==> config.mk <==
export PLATFORM = sky130hd
export DESIGN_NAME = sliding_window_sender_rto_core
export DESIGN_NICKNAME = d
export VERILOG_FILES = /design/src/sv/swsr_pkg.sv /design/src/sv/swsr_front.sv /design/src/sv/swsr_back.sv /design/src/sv/sliding_window_sender_rto_core.sv
export SDC_FILE = /design/constraint.sdc
export NUM_CORES = 2
export LEC_CHECK = 0
export BUFFER_PORTS_ARGS = -buffer_cell sky130_fd_sc_hd__buf_2
export CORE_MARGIN = 5
export CORE_UTILIZATION = 55
export DETAILED_ROUTE_END_ITERATION = 10
export GPL_ROUTABILITY_DRIVEN = 0
export GPL_TIMING_DRIVEN = 0
export HOLD_SLACK_MARGIN = 0.12
export PLACE_DENSITY = 0.7
export SLEW_MARGIN = 0
export SYNTH_ARGS = -nofsm -noshare
export SYNTH_HDL_FRONTEND = slang
export SYNTH_SLANG_ARGS = --single-unit
==> constraint.sdc <==
create_clock -name clk -period 12 [get_ports clk]
set_input_delay 1.2 -clock clk [delete_from_list [all_inputs] [get_ports clk]]
set_output_delay 1.2 -clock clk [all_outputs]
set_load 0.03 [all_outputs]
==> src/sv/swsr_pkg.sv <==
// Package: types and constants for the sliding-window sender with RTO estimator.
package swsr_pkg;

    localparam int WindowDepth = 4;
    localparam int SlotBits = $clog2(WindowDepth);
    localparam int CountBits = $clog2(WindowDepth + 1);
    localparam int MaxSegmentBytes = 1024;

    localparam logic [1:0] REQ_SEND = 2'd0;
    localparam logic [1:0] REQ_ACK  = 2'd1;
    localparam logic [1:0] REQ_TICK = 2'd2;

    localparam logic [2:0] ACT_SENT    = 3'd0;
    localparam logic [2:0] ACT_REFUSED = 3'd1;
    localparam logic [2:0] ACT_ACKED   = 3'd2;
    localparam logic [2:0] ACT_RETX    = 3'd3;
    localparam logic [2:0] ACT_IDLE    = 3'd4;

    localparam logic [2:0] CFG_RTO_MIN   = 3'd0;
    localparam logic [2:0] CFG_RTO_MAX   = 3'd1;
    localparam logic [2:0] CFG_INIT_RTO  = 3'd2;
    localparam logic [2:0] CFG_INIT_SRTT = 3'd3;
    localparam logic [2:0] CFG_INIT_WIN  = 3'd4;

    typedef struct packed {
        logic [1:0]  req_type;
        logic [10:0] seg_length;
        logic [31:0] ack_number;
        logic [15:0] advertised_window;
    } in_item_t;

    typedef struct packed {
        logic [2:0]  action;
        logic [31:0] seg_seq;
        logic [10:0] out_length;
        logic [12:0] bytes_outstanding;
        logic [12:0] current_rto_ms;
        logic [2:0]  segments_released;
        logic        window_empty;
    } out_item_t;

    typedef enum logic [1:0] {
        EV_SEND,
        EV_ACK,
        EV_TICK,
        EV_NONE
    } ev_kind_t;

    typedef struct packed {
        ev_kind_t    kind;
        logic        len_ok;
        logic [10:0] seg_length;
        logic [31:0] ack_number;
        logic [15:0] advertised_window;
    } cmd_t;

    typedef enum logic [2:0] {
        ST_IDLE,
        ST_SRTT,
        ST_DEV,
        ST_RTO,
        ST_POP,
        ST_OUT
    } be_state_t;

endpackage

==> src/sv/swsr_front.sv <==
// Front end: input transfer, event classification and a two-entry command queue.
module swsr_front (
    input  logic              clk,
    input  logic              rst_n,
    input  logic              in_valid,
    output logic              in_stall,
    input  swsr_pkg::in_item_t in_data,
    output logic              cmd_valid,
    input  logic              cmd_take,
    output swsr_pkg::cmd_t    cmd
);
    import swsr_pkg::*;

    cmd_t       q_reg [2];
    logic       rd_reg;
    logic       wr_reg;
    logic [1:0] cnt_reg;
    cmd_t       c;
    logic       push;

    always_comb
    begin
        case (in_data.req_type)
            REQ_SEND: c.kind = EV_SEND;
            REQ_ACK:  c.kind = EV_ACK;
            REQ_TICK: c.kind = EV_TICK;
            default:  c.kind = EV_NONE;
        endcase
        c.len_ok = (in_data.seg_length != 11'd0) &&
                   (in_data.seg_length <= 11'(MaxSegmentBytes));
        c.seg_length = in_data.seg_length;
        c.ack_number = in_data.ack_number;
        c.advertised_window = in_data.advertised_window;
    end

    assign in_stall  = (cnt_reg == 2'd2);
    assign push      = in_valid && !in_stall;
    assign cmd_valid = (cnt_reg != 2'd0);
    assign cmd       = q_reg[rd_reg];

    always_ff @(posedge clk)
    begin
        if (push)
        begin
            q_reg[wr_reg] <= c;
        end
    end

    always_ff @(posedge clk or negedge rst_n)
    begin
        if (!rst_n)
        begin
            rd_reg  <= 1'b0;
            wr_reg  <= 1'b0;
            cnt_reg <= 2'd0;
        end
        else
        begin
            if (push)
            begin
                wr_reg <= !wr_reg;
            end
            if (cmd_take)
            begin
                rd_reg <= !rd_reg;
            end
            cnt_reg <= cnt_reg + 2'(push) - 2'(cmd_take);
        end
    end
endmodule

==> src/sv/swsr_back.sv <==
// Back end: window ring, byte counters, RTO estimator and result register.
module swsr_back (
    input  logic               clk,
    input  logic               rst_n,
    input  logic               cmd_valid,
    output logic               cmd_take,
    input  swsr_pkg::cmd_t     cmd,
    input  logic               cfg_valid,
    output logic               cfg_ready,
    input  logic [2:0]         cfg_index,
    input  logic [15:0]        cfg_data,
    output logic               out_valid,
    input  logic               out_stall,
    output swsr_pkg::out_item_t out_data
);
    import swsr_pkg::*;

    be_state_t state_reg, state_next;
    cmd_t      cur_reg, cur_next;

    logic [12:0] rto_min_reg, rto_min_next;
    logic [12:0] rto_max_reg, rto_max_next;
    logic [31:0] now_reg, now_next;
    logic [SlotBits-1:0] head_reg, head_next;
    logic [CountBits-1:0] count_reg, count_next;
    logic [31:0] nseq_reg, nseq_next;
    logic [31:0] lsent_reg, lsent_next;
    logic [31:0] lacked_reg, lacked_next;
    logic [15:0] pwin_reg, pwin_next;
    logic [15:0] srtt_reg, srtt_next;
    logic [15:0] dev_reg, dev_next;
    logic [15:0] rto_reg, rto_next;
    logic [15:0] samp_reg, samp_next;
    logic [2:0]  rel_reg, rel_next;
    logic [WindowDepth-1:0] resent_reg, resent_next;
    out_item_t   res_reg, res_next;
    logic        ov_reg, ov_next;

    logic [31:0] slot_seq [WindowDepth];
    logic [10:0] slot_len [WindowDepth];
    logic [31:0] slot_time [WindowDepth];

    logic        wr_en;
    logic [SlotBits-1:0] wr_idx;
    logic [31:0] wr_seq;
    logic [10:0] wr_len;
    logic        tm_en;
    logic [31:0] tm_val;

    logic [31:0] inflight, elapsed, hend, tick_el;
    logic [34:0] el8, tick8;
    logic [17:0] s3;
    logic [15:0] diff;
    logic [17:0] d3;
    logic [18:0] rto_raw;
    logic [15:0] lo8, hi8;
    logic [16:0] dbl;
    logic [SlotBits-1:0] tail;

    assign cfg_ready = (state_reg == ST_IDLE) && !cmd_valid && !ov_reg;
    assign out_valid = ov_reg;
    assign out_data  = res_reg;
    assign lo8 = {rto_min_reg, 3'b000};
    assign hi8 = {rto_max_reg, 3'b000};
    assign inflight = lsent_reg - lacked_reg;
    assign elapsed = now_reg - slot_time[head_reg];
    assign el8 = {elapsed, 3'b000};
    assign hend = slot_seq[head_reg] + 32'(slot_len[head_reg]);
    assign tick_el = now_reg + 32'd1 - slot_time[head_reg];
    assign tick8 = {tick_el, 3'b000};
    assign s3 = 18'(srtt_reg) * 18'd3 + 18'(samp_reg);
    assign diff = (samp_reg >= srtt_reg) ? samp_reg - srtt_reg : srtt_reg - samp_reg;
    assign d3 = 18'(dev_reg) + 18'(diff) * 18'd3;
    assign rto_raw = 19'(srtt_reg) + 19'({dev_reg, 2'b00});
    assign dbl = {rto_reg, 1'b0};
    assign tail = head_reg + count_reg[SlotBits-1:0];

    always_ff @(posedge clk)
    begin
        if (wr_en)
        begin
            slot_seq[wr_idx] <= wr_seq;
            slot_len[wr_idx] <= wr_len;
        end
        if (tm_en)
        begin
            slot_time[wr_idx] <= tm_val;
        end
    end

    always_ff @(posedge clk or negedge rst_n)
    begin
        if (!rst_n)
        begin
            state_reg   <= ST_IDLE;
            rto_min_reg <= 13'd100;
            rto_max_reg <= 13'd5000;
            now_reg     <= '0;
            head_reg    <= '0;
            count_reg   <= '0;
            nseq_reg    <= 32'd1;
            lsent_reg   <= '0;
            lacked_reg  <= '0;
            pwin_reg    <= 16'd1024;
            srtt_reg    <= 16'd4000;
            dev_reg     <= '0;
            rto_reg     <= 16'd8000;
            resent_reg  <= '0;
            ov_reg      <= 1'b0;
        end
        else
        begin
            state_reg   <= state_next;
            rto_min_reg <= rto_min_next;
            rto_max_reg <= rto_max_next;
            now_reg     <= now_next;
            head_reg    <= head_next;
            count_reg   <= count_next;
            nseq_reg    <= nseq_next;
            lsent_reg   <= lsent_next;
            lacked_reg  <= lacked_next;
            pwin_reg    <= pwin_next;
            srtt_reg    <= srtt_next;
            dev_reg     <= dev_next;
            rto_reg     <= rto_next;
            resent_reg  <= resent_next;
            ov_reg      <= ov_next;
        end
    end

    always_ff @(posedge clk)
    begin
        cur_reg  <= cur_next;
        samp_reg <= samp_next;
        rel_reg  <= rel_next;
        res_reg  <= res_next;
    end

    always_comb
    begin
        state_next = state_reg;
        cur_next = cur_reg;
        rto_min_next = rto_min_reg;
        rto_max_next = rto_max_reg;
        now_next = now_reg;
        head_next = head_reg;
        count_next = count_reg;
        nseq_next = nseq_reg;
        lsent_next = lsent_reg;
        lacked_next = lacked_reg;
        pwin_next = pwin_reg;
        srtt_next = srtt_reg;
        dev_next = dev_reg;
        rto_next = rto_reg;
        samp_next = samp_reg;
        rel_next = rel_reg;
        resent_next = resent_reg;
        res_next = res_reg;
        ov_next = ov_reg;
        cmd_take = 1'b0;
        wr_en = 1'b0;
        wr_idx = head_reg;
        wr_seq = nseq_reg;
        wr_len = cur_reg.seg_length;
        tm_en = 1'b0;
        tm_val = now_reg;

        if (ov_reg && !out_stall)
        begin
            ov_next = 1'b0;
        end

        if (cfg_valid && cfg_ready)
        begin
            case (cfg_index)
                CFG_RTO_MIN:   rto_min_next = cfg_data[12:0];
                CFG_RTO_MAX:   rto_max_next = cfg_data[12:0];
                CFG_INIT_RTO:  rto_next = {cfg_data[12:0], 3'b000};
                CFG_INIT_SRTT: srtt_next = {cfg_data[12:0], 3'b000};
                CFG_INIT_WIN:  pwin_next = cfg_data;
                default: ;
            endcase
        end

        case (state_reg)
            ST_IDLE:
            begin
                if (cmd_valid && !ov_reg)
                begin
                    cmd_take = 1'b1;
                    cur_next = cmd;
                    rel_next = '0;
                    res_next.action = ACT_IDLE;
                    res_next.seg_seq = '0;
                    res_next.out_length = '0;
                    state_next = ST_OUT;
                    case (cmd.kind)
                        EV_SEND:
                        begin
                            if (!cmd.len_ok || count_reg >= CountBits'(WindowDepth) ||
                                inflight >= 32'(pwin_reg))
                            begin
                                res_next.action = ACT_REFUSED;
                            end
                            else
                            begin
                                wr_en = 1'b1;
                                wr_idx = tail;
                                wr_len = cmd.seg_length;
                                tm_en = 1'b1;
                                resent_next[tail] = 1'b0;
                                lsent_next = nseq_reg + 32'(cmd.seg_length) - 32'd1;
                                nseq_next = nseq_reg + 32'(cmd.seg_length);
                                count_next = count_reg + CountBits'(1);
                                res_next.action = ACT_SENT;
                                res_next.seg_seq = nseq_reg;
                                res_next.out_length = cmd.seg_length;
                            end
                        end
                        EV_ACK:
                        begin
                            pwin_next = cmd.advertised_window;
                            res_next.action = ACT_ACKED;
                            samp_next = (el8[34:16] != '0) ? 16'hFFFF : el8[15:0];
                            if (count_reg != '0 && !resent_reg[head_reg])
                            begin
                                state_next = ST_SRTT;
                            end
                            else
                            begin
                                state_next = ST_POP;
                            end
                        end
                        EV_TICK:
                        begin
                            now_next = now_reg + 32'd1;
                            if (count_reg != '0 && 35'(tick8) >= 35'(rto_reg))
                            begin
                                rto_next = (dbl > 17'(hi8)) ? hi8 : dbl[15:0];
                                tm_en = 1'b1;
                                tm_val = now_reg + 32'd1;
                                resent_next[head_reg] = 1'b1;
                                res_next.action = ACT_RETX;
                                res_next.seg_seq = slot_seq[head_reg];
                                res_next.out_length = slot_len[head_reg];
                            end
                        end
                        default: ;
                    endcase
                end
            end
            ST_SRTT:
            begin
                srtt_next = s3[17:2];
                state_next = ST_DEV;
            end
            ST_DEV:
            begin
                dev_next = d3[17:2];
                state_next = ST_RTO;
            end
            ST_RTO:
            begin
                if (rto_raw > 19'(hi8) || lo8 > hi8)
                begin
                    rto_next = (rto_raw < 19'(lo8) && lo8 <= hi8) ? lo8 : hi8;
                end
                else if (rto_raw < 19'(lo8))
                begin
                    rto_next = lo8;
                end
                else
                begin
                    rto_next = rto_raw[15:0];
                end
                state_next = ST_POP;
            end
            ST_POP:
            begin
                if (count_reg != '0 && hend <= cur_reg.ack_number)
                begin
                    lacked_next = hend - 32'd1;
                    resent_next[head_reg] = 1'b0;
                    head_next = head_reg + SlotBits'(1);
                    count_next = count_reg - CountBits'(1);
                    rel_next = rel_reg + 3'd1;
                end
                else
                begin
                    state_next = ST_OUT;
                end
            end
            ST_OUT:
            begin
                if (!ov_reg)
                begin
                    res_next.bytes_outstanding = inflight[12:0];
                    res_next.current_rto_ms = rto_reg[15:3];
                    res_next.segments_released = rel_reg;
                    res_next.window_empty = (count_reg == '0);
                    ov_next = 1'b1;
                    state_next = ST_IDLE;
                end
            end
            default: state_next = ST_IDLE;
        endcase
    end
endmodule

==> src/sv/sliding_window_sender_rto_core.sv <==
// Top level: sliding-window sender with adaptive retransmission timeout.
// One result per event. A send, refused send, tick or undefined event is classified and
// updated, then goes to the result register. An ACK that takes an RTT sample runs three
// estimator steps (SRTT, deviation, RTO), then the ring pop loop, which releases one
// segment per step, then the result register; an ACK without a sample skips the estimator
// steps. The back end takes its next event only once the result register has emptied.
// A two-entry command queue lets events be taken while the back end works.
// Configuration writes are taken only while the block is empty.
module sliding_window_sender_rto_core (
    input  logic                clk,
    input  logic                rst_n,
    input  logic                in_valid,
    output logic                in_stall,
    input  swsr_pkg::in_item_t  in_data,
    output logic                out_valid,
    input  logic                out_stall,
    output swsr_pkg::out_item_t out_data,
    input  logic                cfg_valid,
    output logic                cfg_ready,
    input  logic [2:0]          cfg_index,
    input  logic [15:0]         cfg_data
);
    import swsr_pkg::*;

    logic cmd_valid;
    logic cmd_take;
    cmd_t cmd;

    swsr_front u_front (
        .clk       (clk),
        .rst_n     (rst_n),
        .in_valid  (in_valid),
        .in_stall  (in_stall),
        .in_data   (in_data),
        .cmd_valid (cmd_valid),
        .cmd_take  (cmd_take),
        .cmd       (cmd)
    );

    swsr_back u_back (
        .clk       (clk),
        .rst_n     (rst_n),
        .cmd_valid (cmd_valid),
        .cmd_take  (cmd_take),
        .cmd       (cmd),
        .cfg_valid (cfg_valid),
        .cfg_ready (cfg_ready),
        .cfg_index (cfg_index),
        .cfg_data  (cfg_data),
        .out_valid (out_valid),
        .out_stall (out_stall),
        .out_data  (out_data)
    );
endmodule
== Yosys cells after proc, flatten, opt, wreduce, memory -nomap -nowiden ==
Memories as Yosys holds them, arrays and structs flattened.
Cells that the tools add are included.
Cells by class
  add/subtract/negate cells: 20
  multiply operators: 2
  magnitude comparators: 15
  equality and inequality tests: 23
  multiplexer cells: 83
  bitwise operators: 7
  reductions and logical operators: 49
Operators by type and width (count)
  $mux W16: 18
  $mux W32: 4
  $sub A32 B32 Y32: 3
  $pmux W43 S2: 1
  $add A32 B11 Y32: 2
  $sub A32 B1 Y32 const B: 2
  $mux W46: 1
  $mux W11: 4
  $mux W43: 1
  $mul A16 B2 Y18 const B: 2
  $mux W3: 12
  $ge A35 B16 Y1: 1
  $add A32 B1 Y32 const B: 1
  $ge A32 B16 Y1: 1
  $le A32 B32 Y1: 1
  $pmux W16 S2: 1
  $sub A16 B16 Y16: 2
  $mux W1: 22
  $add A16 B18 Y19: 1
  $gt A19 B16 Y1: 1
  $lt A19 B16 Y1: 1
  $reduce_bool A19 Y1: 1
  $add A16 B18 Y18: 1
  $add A18 B16 Y18: 1
  other kinds (49): 114
Word-level totals
  register bits after elaboration: 373
  bits in writable memories: 424
  output and inout bits: 79
  word-level logic and storage cells: 233
  memories kept: 4
Memory list
  u_back.slot_seq: words 4, width 32, read ports 1, clocked after memory_dff 0, write ports 1, line swsr_back.sv:39  | logic [31:0] slot_seq [WindowDepth];
  u_back.slot_time: words 4, width 32, read ports 1, clocked after memory_dff 0, write ports 1, line swsr_back.sv:41  | logic [31:0] slot_time [WindowDepth];
  u_front.q_reg: words 2, width 62, read ports 1, clocked after memory_dff 0, write ports 1, line swsr_front.sv:14  | cmd_t q_reg [2];
  u_back.slot_len: words 4, width 11, read ports 1, clocked after memory_dff 0, write ports 1, line swsr_back.sv:40  | logic [10:0] slot_len [WindowDepth];

== Longest topological paths before layout ==
  depth after elaboration: 11
  depth in mapped cells: 34

== Cells and area by module ==
A second synthesis with hierarchy kept.
Second synthesis, totals
  cell total of the unflattened synthesis: 4140
  area total of the unflattened synthesis: 47036.4 µm²
By module, submodules not included
  swsr_back: times used 1, cells each 3923, area each 42030.3 µm², sequential area each 18900.6 µm²
  swsr_front: times used 1, cells each 217, area each 5006.1 µm², sequential area each 3823.7 µm²

== Worst setup path after synthesis ==
OpenSTA, ideal clock, no wires.
  path kind: register to register
  start: reg u_back.lsent_reg[0]
  end: mem u_back.slot_time[0][0] (enable)
  setup time: 0.377 ns
  data arrival time: 8.269 ns
  required time: 11.623 ns
  path slack: 3.354 ns
  stages on the path, launching flop included: 28
  path buffers: 0
  period minus slack after synthesis: 8.646 ns
  cell sequence: dfrtp_1 inv_1 ha_1 inv_1 fa_1 a211oi_1 o21bai_1 a21oi_1 o21bai_1 a21oi_1 nor2b_1 o21a_1 o21ai_0 nand2b_1 a21oi_1 xnor2_1 ha_1 a21oi_1 nor2b_1 a2111oi_0 o21ai_0 o221ai_1 and4_1 nand4_1 nor4_1 nand2_1 nor3_1 a31o_2
Between the ends
  longest elaborated chain between the ends: 9
  elaborated cells between the ends (all ways): 13
Ends and longest elaborated chain
  start, declared: line swsr_back.sv:27  | logic [31:0] lsent_reg, lsent_next;
  start signal, assigned: line swsr_back.sv:120  | lsent_reg <= lsent_next;
  $sub A32 B32 Y32 (*): line swsr_back.sv:65  | assign inflight = lsent_reg - lacked_reg;
  net u_back.inflight[12]: line swsr_back.sv:50  | logic [31:0] inflight, elapsed, hend, tick_el;
  $ge A32 B16 Y1 (*): line swsr_back.sv:201  | inflight >= 32'(pwin_reg))
  $logic_or A1 B1 Y1 (*): line swsr_back.sv:200  | if (!cmd.len_ok || count_reg >= CountBits'(WindowDepth) ||
  $mux W1: line swsr_back.sv:200
  $pmux W1 S2: line swsr_back.sv:197  | case (cmd.kind)
  $mux W1: line swsr_back.sv:188  | if (cmd_valid && !ov_reg)
  $mux W1: line swsr_back.sv:185  | case (state_reg)
  $mux W1: line swsr_back.sv:85  | if (tm_en)
  $mux W1 (implied by the code): line swsr_back.sv:87  | slot_time[wr_idx] <= tm_val;
  end, declared: line swsr_back.sv:41
Mark *: on every way through the listed nets, which the timed path passes. The rest lies on a longest branch.

== Final worst setup path ==
  start: reg u_back.head_reg[1]
  end: mem u_back.slot_time[0][31] (enable)
Between the ends
  longest elaborated chain between the ends: 10
  elaborated cells between the ends (all ways): 15
Ends and longest elaborated chain
  start, declared: line swsr_back.sv:24  | logic [SlotBits-1:0] head_reg, head_next;
  start signal, assigned: line swsr_back.sv:117  | head_reg <= head_next;
  $mem_v2 Z4 W32
  $sub A32 B32 Y32: line swsr_back.sv:69  | assign tick_el = now_reg + 32'd1 - slot_time[head_reg];
  $ge A35 B16 Y1: line swsr_back.sv:237  | if (count_reg != '0 && 35'(tick8) >= 35'(rto_reg))
  $logic_and A1 B1 Y1: line swsr_back.sv:237
  $mux W1: line swsr_back.sv:237
  $pmux W1 S2: line swsr_back.sv:197
  $mux W1: line swsr_back.sv:188
  $mux W1: line swsr_back.sv:185
  $mux W1: line swsr_back.sv:85
  $mux W1 (implied by the code): line swsr_back.sv:87
Several ways; a longest one is shown, not always the timed one.

==> flow_summary.ini <==
[grt]
globalRouteTotalUtil_pct = 27.3
grt_first_pass_wirelength_mm = 191
grt_start_max_net_pins = 111
via_count_of_the_first_global_routing_pass = 32500
number_of_antenna_violations_at_the_first_check_in_global_routing = 7
global_route.overflow_total = 0

[sta]
worst_slack_ps = 1300
final.period_utilization_pct = 89.2
timing_max_transition_violations_final = 0
maxSlewHeadroom_pct = 20.6
clock_skew_ps = 26.1
max_clock_freq_ghz = 0.0934
unrepaired_setup_endpoints_after_global_routing = false
worst_margin_slew_ps = 1190
setup-violations-final = 0
post-route-min-period_ps = 10700
hold_violations = 0

[layout]
syn2layout_area_growth_pct = 11.7
num-fill-cells = 6928
design_area_mm2 = 0.0523
design.final.nets = 4950
layout.core_utilization_pct = 61.7
final_layout_size_suffix_gt1_share_pct = 12.1

[critical_path]
timing.rr.end = u_back.slot_time[0][31]$_DFFE_PP_
critPathMostFrequentCell = nor2_1
slowest_stage = a2111oi_0
critical_path_arrival_ps = 10960
worst_path_largest_cell_delay_ps = 780
timing.setup.critical_path_class = reg2reg
worstPathRequired_ps = 12260
r2r_slack_ps = 1300
critPathLaunchType = flop
r2r-start = u_back.head_reg[1]$_DFFE_PN0P_
setup.worst_path.end_class = flop
cp_max_fo = 32
worst_r2r_path_depth = 28

[clock_network]
cts_tree = yes
insertion_delay_to_the_later_sink_of_the_worst_skew_pair_ps = 650
root_buffer = clkbuf_16
post_cts.resized_instances = 0
cts_inserted_buffers = 86
cts_hold_repair.buffers = 0
cts_num_sinks = 795
htree_levels = 3
post_cts_buffers = 0
ctsLongestPathBuffers = 3
clk_transition_reported_paths_ps = 60

[power]
power_per_cell_area_mw_per_mm2 = 285
vdd_drop_max_mv = 0.357
cellLeakagePower_nw = 21.2

[placed_design]
numPortBuffers = 161
pre_cts_slack_ps = 1450
placement.cell_area_mm2 = 0.0495
detailed_place_hpwl_mm = 95.1

[yosys]
synthesis.area_mm2 = 0.0468
postSynth.topFlopCell = edfxtp_1
synth.most_common_cell = edfxtp_1
synthArstFlopShare_pct = 29.6
netlist_top_cells_count = edfxtp_1, nand2_1, inv_1
synth_area_per_cell_um2 = 11.0
post_syn_nets = 4682
proportion_of_netlist_area_held_by_the_largest_area_contributor_pct = 35.9
yosys-top-cells-area = edfxtp_1, dfrtp_1, ha_1
postSynthCellCount = 4243
synth-seq-area-share_pct = 48.5
yosysUniqueCellTypes = 103
library_cell_with_the_largest_summed_area_after_synthesis = edfxtp_1
yosys_register_bits = 795
synth_enable_flop_cells = 560
synth_warnings = 0

[hold_path]
hold_class = in2async

[floorplanning]
chipHeight_um = 302
area_of_the_core_mm2 = 0.0849
start_util_pct = 55.2
dieArea_mm2 = 0.0911
std_cell_rows = 107
fp.dieW_um = 302
io-pin-count = 164

[detailed_routing]
vias = 34200
routed_wl_mm = 126
vias_per_cell = 5.97
postRouteAntennaNets = 0
drt_iter0_drc = 3313
number_of_iterations_in_the_first_detailed_routing_pass = 7
route.detailed.wl_per_inst_um = 21.9
drc = 0

[run_status]
status = finished, final reports clean

[job]
drv.max_cap_violation_count = 0
power breakdown:
part | switching, W | internal (W) | total (W)
clock | 0.00112 | 0.00157 | 0.00269
combinational | 0.00504 | 0.00320 | 0.00824
sequential | 0.000361 | 0.00360 | 0.00396
layout by cell type (no fill, tap or decap), types with 51 or more instances in the layout:
master	Yosys	routed
mux2_2	54	54
nand2_1	345	345
clkbuf_16	0	89
dfrtp_1	213	213
mux2i_1	65	65
buf_2	20	180
clkbuf_1	117	133
xor2_1	112	112
mux4_2	75	75
a21oi_1	248	248
inv_1	315	315
nand3_1	99	99
xnor2_1	221	221
nor3_1	75	73
o21ai_0	220	220
ha_1	313	313
nor2_1	295	291
edfxtp_1	560	560
nand4_1	51	51
a21o_1	86	86
metal layers:
layer  vias up  part of all wire, %  global-route usage (%)
li1      16000                    -                       -
met1     16500                   44                    40.5
met2      1448                   42                    40.0
met3       254                   10                    6.67
met4         6                  3.3                    8.36
met5         -                0.033                       0
worst max-delay path by stage:
stage,start,end,depth (start not counted)
2_1_floorplan,u_back.lsent_reg[0]$_DFFE_PN0P_,u_back.slot_time[0][0]$_DFFE_PP_,27
3_3_place_gp,u_back.lsent_reg[0]$_DFFE_PN0P_,u_back.slot_time[0][18]$_DFFE_PP_,27
3_5_place_dp,u_back.head_reg[1]$_DFFE_PN0P_,u_back.slot_time[1][20]$_DFFE_PP_,32
4_1_cts,u_back.head_reg[1]$_DFFE_PN0P_,u_back.slot_time[1][31]$_DFFE_PP_,32
5_1_grt,u_back.head_reg[1]$_DFFE_PN0P_,u_back.slot_time[0][8]$_DFFE_PP_,32
6_report,u_back.head_reg[1]$_DFFE_PN0P_,u_back.slot_time[0][31]$_DFFE_PP_,28
through the flow:
stage / power (W) / std cells / hold slack, ps / setup TNS, ps
2_1_floorplan: 0.00987 / 4243 / 431 / 0
3_3_place_gp: 0.0119 / 5548 / 457 / -117870
3_5_place_dp: 0.0121 / 5567 / 470 / 0
4_1_cts: 0.0148 / 5726 / 341 / 0
5_1_grt: 0.0160 / 5726 / 371 / 0
6_report: 0.0149 / 5729 / 372 / 0
logic make-up (layout without fill, tap and decap cells):
kind of cell / Yosys count / count (layout) / share of synthesized area (%)
AO/OA/AOI/OAI: 945 / 945 / 13.1
XOR/XNOR: 334 / 334 / 6.26
adder cells (fa/ha/maj): 356 / 356 / 10.2
buffers and inverters: 490 / 829 / 4.10
flip-flops: 795 / 795 / 48.5
multiplexers: 194 / 194 / 6.29
other: 0 / 3 / 0
AND/OR/NAND/NOR: 1129 / 1129 / 11.6
area by class of cell:
type | instances | area (um^2) | share of cell area (%)
Sequential cell | 795 | 22700 | 43.4
Inverter | 316 | 1190 | 2.28
Buffer | 174 | 734 | 1.40
Clock buffer | 107 | 2300 | 4.40
Clock inverter | 52 | 556 | 1.06
Timing Repair Buffer | 180 | 1150 | 2.19
Antenna cell | 3 | 7.51 | 0.0143
Tap cell | 1144 | 1430 | 2.74
Multi-Input combinational cell | 2958 | 22200 | 42.5
critical path: cells and delay by family, from the launching register on:
kind	cells	cell delay, ps
AOI/OAI and AO/OA	8	3200
xor gates and xnor gates	1	80
adders and majority gates	3	830
buffers and inverters	7	3620
DFF	1	380
muxes	1	380
and+or+nand+nor	8	1720
Note: power is estimated with default switching activity, not from simulation.
